===== config.mk =====
export PLATFORM = sky130hd
export DESIGN_NAME = ptc_div
export DESIGN_NICKNAME = d
export VERILOG_FILES = /design/src/design/ptc_pkg.sv /design/src/design/ptc_div.sv
export SDC_FILE = /design/constraint.sdc
export NUM_CORES = 2
export LEC_CHECK = 0
export ABC_CLOCK_PERIOD_IN_PS = 3900
export BUFFER_PORTS_ARGS = -buffer_cell sky130_fd_sc_hd__buf_2
export CORE_MARGIN = 2
export CORE_UTILIZATION = 50
export DETAILED_ROUTE_END_ITERATION = 8
export PLACE_DENSITY = 0.65
export SYNTH_ARGS = -nofsm -noshare
export SYNTH_HDL_FRONTEND = slang
export SYNTH_SLANG_ARGS = --single-unit

===== constraint.sdc =====
create_clock -name clk -period 3.9 [get_ports clk]
set_clock_uncertainty 0.1 [all_clocks]
set_input_delay 0.78 -clock clk [delete_from_list [all_inputs] [get_ports clk]]
set_output_delay 0.78 -clock clk [all_outputs]
set_load 0.02 [all_outputs]

===== src/design/ptc_pkg.sv =====
// shared types, codes and constants for the pressure/temperature compensation block
// no dependencies
package ptc_pkg;

    localparam int PIPE_DEPTH = 78;
    localparam int DIV_STAGES = 32;

    // register indexes on the configuration port
    localparam logic [2:0] REG_AC12 = 3'd0;
    localparam logic [2:0] REG_AC34 = 3'd1;
    localparam logic [2:0] REG_AC56 = 3'd2;
    localparam logic [2:0] REG_B12  = 3'd3;
    localparam logic [2:0] REG_MCMD = 3'd4;
    localparam logic [2:0] REG_OSS  = 3'd5;

    // result status codes
    localparam logic [1:0] ST_OK   = 2'd0;
    localparam logic [1:0] ST_ZDIV = 2'd1;
    localparam logic [1:0] ST_SAT  = 2'd2;

    localparam logic signed [31:0] B6_OFFSET  = 32'sd4000;
    localparam logic [31:0]        B4_BIAS    = 32'd32768;
    localparam logic [15:0]        P_FACTOR   = 16'd50000;
    localparam logic signed [31:0] C_3038     = 32'sd3038;
    localparam logic signed [31:0] C_M7357    = -32'sd7357;
    localparam logic signed [31:0] C_3791     = 32'sd3791;
    localparam logic signed [31:0] T_MAX      = 32'sd32767;
    localparam logic signed [31:0] T_MIN      = -32'sd32768;
    localparam logic signed [31:0] P_MAX      = 32'sd262143;

    // sideband that rides along the temperature divider
    typedef struct packed {
        logic signed [31:0] x1;
        logic [18:0]        up;
        logic               neg;
        logic               zt;
    } ptc_tside_t;

    // sideband that rides along the pressure divider
    typedef struct packed {
        logic [15:0] temp;
        logic        tsat;
        logic        zt;
        logic        zp;
        logic        big;
    } ptc_pside_t;

endpackage


===== src/design/ptc_div.sv =====
// pipelined unsigned 32 by 32 restoring divider, one quotient bit per stage
// depends on ptc_pkg
module ptc_div (
    input  logic        clk,
    input  logic        en,
    input  logic [31:0] num,
    input  logic [31:0] den,
    output logic [31:0] quo
);
    import ptc_pkg::*;

    logic [31:0] a_reg [DIV_STAGES];
    logic [31:0] r_reg [DIV_STAGES];
    logic [31:0] d_reg [DIV_STAGES];
    logic [31:0] a_next [DIV_STAGES];
    logic [31:0] r_next [DIV_STAGES];

    always_comb
    begin
        for (int i = 0; i < DIV_STAGES; i++)
        begin
            logic [31:0] a_in;
            logic [31:0] r_in;
            logic [31:0] d_in;
            logic [32:0] trial;
            a_in  = (i == 0) ? num : a_reg[(i == 0) ? 0 : i - 1];
            r_in  = (i == 0) ? 32'd0 : r_reg[(i == 0) ? 0 : i - 1];
            d_in  = (i == 0) ? den : d_reg[(i == 0) ? 0 : i - 1];
            trial = {r_in, a_in[31]};
            if (trial >= {1'b0, d_in})
            begin
                r_next[i] = 32'(trial - {1'b0, d_in});
                a_next[i] = {a_in[30:0], 1'b1};
            end
            else
            begin
                r_next[i] = trial[31:0];
                a_next[i] = {a_in[30:0], 1'b0};
            end
        end
    end

    always_ff @(posedge clk)
    begin
        if (en)
        begin
            for (int i = 0; i < DIV_STAGES; i++)
            begin
                a_reg[i] <= a_next[i];
                r_reg[i] <= r_next[i];
                d_reg[i] <= (i == 0) ? den : d_reg[(i == 0) ? 0 : i - 1];
            end
        end
    end

    assign quo = a_reg[DIV_STAGES - 1];

endmodule


==> impl_results.md <==
- Area added between synthesis and finish: 12.7%
- Leakage component of the power: 71.1 nW
- Num rows: 205
- Leading area contributor after synthesis: sky130_fd_sc_hd__edfxtp_1
- Sequential share of the synthesized area: 57.9%
- Via count: 99.9k
- Antenna violations before repair: 5
- Achievable clock frequency: 262 MHz
- Area share of the leading cell type in the synthesized netlist: 57.9%
- Horizontal die dimension: 563 um
- Critical Path Sink Type: flop
- Total clock buffers created by CTS: 328
- Part of the power in the clock network: 20.8%
- Clock tree from TritonCTS: yes
- Portion of the clock cycle consumed by the worst path in the final layout: 97.9%
- P per Cell Area: 853 mW/mm^2
- Initial standard-cell utilization of the core: 50.1%
- Final number of max-transition violations: 0
- Proportion of power drawn by flip-flops and latches: 34.6%
- Count of flip-flops with a built-in enable after synthesis: 3008
- Outcome: finished clean
- Detailed Place HPWL: 286000 um
- Worst Setup Slack post-DPL: -0.0740 ns
- Crit Path Category: flop to flop
- Required time of the critical path: 4.44 ns
- Number of antenna-violating nets in the routed design: 0
- DR DRC count: 0
- GR Util All Layers: 23.5%
- Internal portion of total power: 95.3 mW
- Wire length of the first global-routing pass: 580000 um
- Relative slew slack: 39.4%
- Latest clock arrival within the worst-skew pair: 0.93 ns
- Final sum of negative setup slack: 0 ns
- Vias in the first global route: 99.1k
- Hold Vio Cnt, Final: 0
- Flip-flop and latch count after synthesis: 3008
- Transition time of the tightest slew-check pin: 0.908 ns
- Combinational group share of total power: 44.7%
- Port bufs: 97
- Number of clock sinks seen by CTS: 3008
- Wire length per cell: 21.4 um
- Max FFs per register: 1024
- Die Y: 563 um
- Initial detailed-routing violation count: 8030
- CP startpoint kind: flop
- Dominant register cell in the synthesized netlist: sky130_fd_sc_hd__edfxtp_1
- Global route overflow: 0
- Total of endpoints with negative setup slack in the final report: 0
- Avg Inst Size Synth: 12.2 um^2
- Pin count of the biggest net entering global routing: 138
- Cell types occupying the most area after synthesis: sky130_fd_sc_hd__edfxtp_1, sky130_fd_sc_hd__ha_1, sky130_fd_sc_hd__mux2_2
- Number of cells on the worst reg-to-reg path: 15
- Number of violations of the max-capacitance limit: 0
- Hold Path Stages: 3
- Number of optimization iterations in the first detailed-route pass: 6
- Share of final-layout standard cells stronger than drive strength 1: 12.4%
- Routability congestion estimate from global placement: 0.944
- Root buffer cell: sky130_fd_sc_hd__clkbuf_16
- Core Box Area: 0.311 mm^2
- Worst endpoint data arrival time: 4.36 ns
- FFs w/ async S/R, synth: 0%
- Number of nets in the finished design: 14.4k
- Maximum count of clock buffers along a single path: 4
- Number of vias per cell after detailed routing: 5.64
- Maximum fanout encountered on the critical timing path: 4
- Switching share of power: 36.5%
- Kind of path behind the tightest hold check: input pin to flop
- Final hold slack: 0.244 ns
- Area of the die: 0.317 mm^2
- Post-route worst setup slack: 0.0803 ns
- Number of warning messages in the yosys log: 0
- Switching power of the nets: 54.9 mW
- Clock slew at reported path FFs: 0.06 ns
- Drt total wl: 380000 um
- Worst supply voltage drop on vdd: 0.503 mV
- Number of distinct library cells after synthesis: 119
- Post-Syn Nets: 13.9k
- Gate count after technology mapping: 12.8k
- Total number of H-tree levels: 5
- Mapped cell area: 0.156 mm^2
- # IOs: 98
- Final critical-path required period: 3.82 ns
stage by stage:
stage	util (%)	instance area, um^2	power, mW	std cells
2_1_floorplan	-	156000	97.6	12763
3_3_place_gp	52.7	164000	117	17061
3_5_place_dp	52.7	164000	118	17061
4_1_cts	56.4	176000	150	17707
5_1_grt	56.5	176000	159	17727
6_report	56.5	176000	150	17727
cell type report:
class	instances	area [um^2]
antenna	7	17.5
clock buffer	394	8500
clock inverter	190	2350
fill	25648	135000
inverter	1266	4750
multi-input combinational	8134	59700
sequential	3008	90300
tap	4140	5180
timing repair buffer	588	5180
critical path, cell delays in order, from the launching register on:
cell and delay, ns:
sky130_fd_sc_hd__edfxtp_1 0.42, sky130_fd_sc_hd__inv_1 0.07, sky130_fd_sc_hd__ha_1 0.30, sky130_fd_sc_hd__nor2b_1 0.25, sky130_fd_sc_hd__o31ai_2 0.12, sky130_fd_sc_hd__a21oi_1 0.20
sky130_fd_sc_hd__a31oi_1 0.11, sky130_fd_sc_hd__buf_4 0.17, sky130_fd_sc_hd__o31ai_1 0.42, sky130_fd_sc_hd__a311oi_1 0.18, sky130_fd_sc_hd__buf_4 0.17, sky130_fd_sc_hd__o21ai_0 0.29
sky130_fd_sc_hd__buf_4 0.21, sky130_fd_sc_hd__a21oi_1 0.08, sky130_fd_sc_hd__xnor2_1 0.13, sky130_fd_sc_hd__o21ai_0 0.34
metal layers:
| layer | global-route usage [%] | routed length (um) | vias to the layer above | part of all wire, % |
|---|---|---|---|---|
| met3 | 2.77 | 16100 | 706 | 4.2 |
| met1 | 30.9 | 164000 | 48371 | 43 |
| li1 | - | - | 48354 | - |
| met5 | 0 | 0 | - | 0 |
| met2 | 39.9 | 183000 | 2488 | 48 |
| met4 | 9.27 | 16100 | 0 | 4.3 |
Yosys cell counts (37+ instances only):
library cell	number
sky130_fd_sc_hd__edfxtp_1	3008
sky130_fd_sc_hd__inv_1	1265
sky130_fd_sc_hd__ha_1	994
sky130_fd_sc_hd__a21oi_1	869
sky130_fd_sc_hd__nand2_1	805
sky130_fd_sc_hd__o21ai_0	737
sky130_fd_sc_hd__nor2_1	593
sky130_fd_sc_hd__a21o_1	567
sky130_fd_sc_hd__xnor2_1	482
sky130_fd_sc_hd__mux2_2	453
sky130_fd_sc_hd__xor2_1	300
sky130_fd_sc_hd__clkbuf_1	213
sky130_fd_sc_hd__nand3_1	207
sky130_fd_sc_hd__nand4_1	160
sky130_fd_sc_hd__nor2b_1	159
sky130_fd_sc_hd__nor3_1	151
sky130_fd_sc_hd__o21a_1	138
sky130_fd_sc_hd__a31oi_1	121
sky130_fd_sc_hd__nand2b_1	119
sky130_fd_sc_hd__o21bai_1	110
sky130_fd_sc_hd__and3_1	88
sky130_fd_sc_hd__buf_2	85
sky130_fd_sc_hd__o31ai_1	84
sky130_fd_sc_hd__a211oi_1	72
sky130_fd_sc_hd__a21boi_0	70
sky130_fd_sc_hd__o211ai_1	56
sky130_fd_sc_hd__mux2_4	53
sky130_fd_sc_hd__nor4_1	50
sky130_fd_sc_hd__mux2i_1	48
sky130_fd_sc_hd__or2_2	43
sky130_fd_sc_hd__buf_4	38
sky130_fd_sc_hd__or3_1	37
final timing paths:
path | to | from | slack (ns)
setup / recovery | r_reg[1][27] | d_reg[3][97] | 0.08
hold / removal | r_reg[0][0] | num[31] | 0.24
setup reg to reg | r_reg[1][27] | d_reg[3][97] | 0.08
hold reg to reg | a_reg[1][8] | a_reg[0][487] | 0.29
cells in the final DEF (no fill, tap or decap), types with 49 or more instances in the layout:
| cell | instances |
|---|---|
| sky130_fd_sc_hd__o21bai_1 | 108 |
| sky130_fd_sc_hd__mux2_4 | 53 |
| sky130_fd_sc_hd__nor2b_1 | 159 |
| sky130_fd_sc_hd__xor2_1 | 300 |
| sky130_fd_sc_hd__nor2_1 | 593 |
| sky130_fd_sc_hd__xnor2_1 | 482 |
| sky130_fd_sc_hd__o31ai_1 | 71 |
| sky130_fd_sc_hd__a21boi_0 | 67 |
| sky130_fd_sc_hd__edfxtp_1 | 3008 |
| sky130_fd_sc_hd__buf_4 | 362 |
| sky130_fd_sc_hd__nand2_1 | 805 |
| sky130_fd_sc_hd__buf_12 | 66 |
| sky130_fd_sc_hd__nand4_1 | 160 |
| sky130_fd_sc_hd__inv_1 | 1264 |
| sky130_fd_sc_hd__a211oi_1 | 69 |
| sky130_fd_sc_hd__buf_2 | 96 |
| sky130_fd_sc_hd__a31oi_1 | 120 |
| sky130_fd_sc_hd__dlygate4sd3_1 | 62 |
| sky130_fd_sc_hd__a21o_1 | 567 |
| sky130_fd_sc_hd__clkbuf_1 | 64 |
| sky130_fd_sc_hd__o21ai_0 | 733 |
| sky130_fd_sc_hd__clkbuf_16 | 331 |
| sky130_fd_sc_hd__ha_1 | 994 |
| sky130_fd_sc_hd__nand3_1 | 206 |
| sky130_fd_sc_hd__clkinv_1 | 51 |
| sky130_fd_sc_hd__o211ai_1 | 56 |
| sky130_fd_sc_hd__mux2_2 | 453 |
| sky130_fd_sc_hd__nand2b_1 | 119 |
| sky130_fd_sc_hd__a21oi_1 | 863 |
| sky130_fd_sc_hd__o21a_1 | 137 |
| sky130_fd_sc_hd__nor3_1 | 149 |
| sky130_fd_sc_hd__nor4_1 | 49 |
| sky130_fd_sc_hd__and3_1 | 88 |
power groups by stage:
| stage | logic [mW] | registers (mW) | clock network, mW |
|---|---|---|---|
| final | 67.1 | 51.9 | 31.2 |
| after CTS | 66.2 | 52.0 | 32.0 |
| after global routing | 73.7 | 52.4 | 33.2 |
| after global placement | 64.7 | 52.6 | 0 |
| after floorplan | 48.7 | 48.9 | 0 |
| after detailed placement | 65.5 | 52.5 | 0 |
what timing repair did:
item	in CTS	in global routing
endpoints found under the hold margin	62	0
endpoints found under the setup margin	18	446
hold buffers	62	0
cloned	0	2
pin swaps	1	11
buffers inserted	0	11
gates resized for setup	7	47
cell families (layout without fill, tap and decap cells):
| logic type | count (synthesis) | after routing | share of synthesized area [%] |
|---|---|---|---|
| buffers and inverters | 1622 | 2438 | 4.16 |
| AND/OR/NAND/NOR | 2560 | 2560 | 7.89 |
| adder cells (fa/ha/maj) | 1024 | 1024 | 8.35 |
| flip-flops | 3008 | 3008 | 57.9 |
| multiplexers | 568 | 568 | 4.19 |
| AO/OA/AOI/OAI | 3199 | 3200 | 13.2 |
| XOR/XNOR | 782 | 782 | 4.39 |
| other | 0 | 7 | 0 |
(Power assumes the default switching activity.)
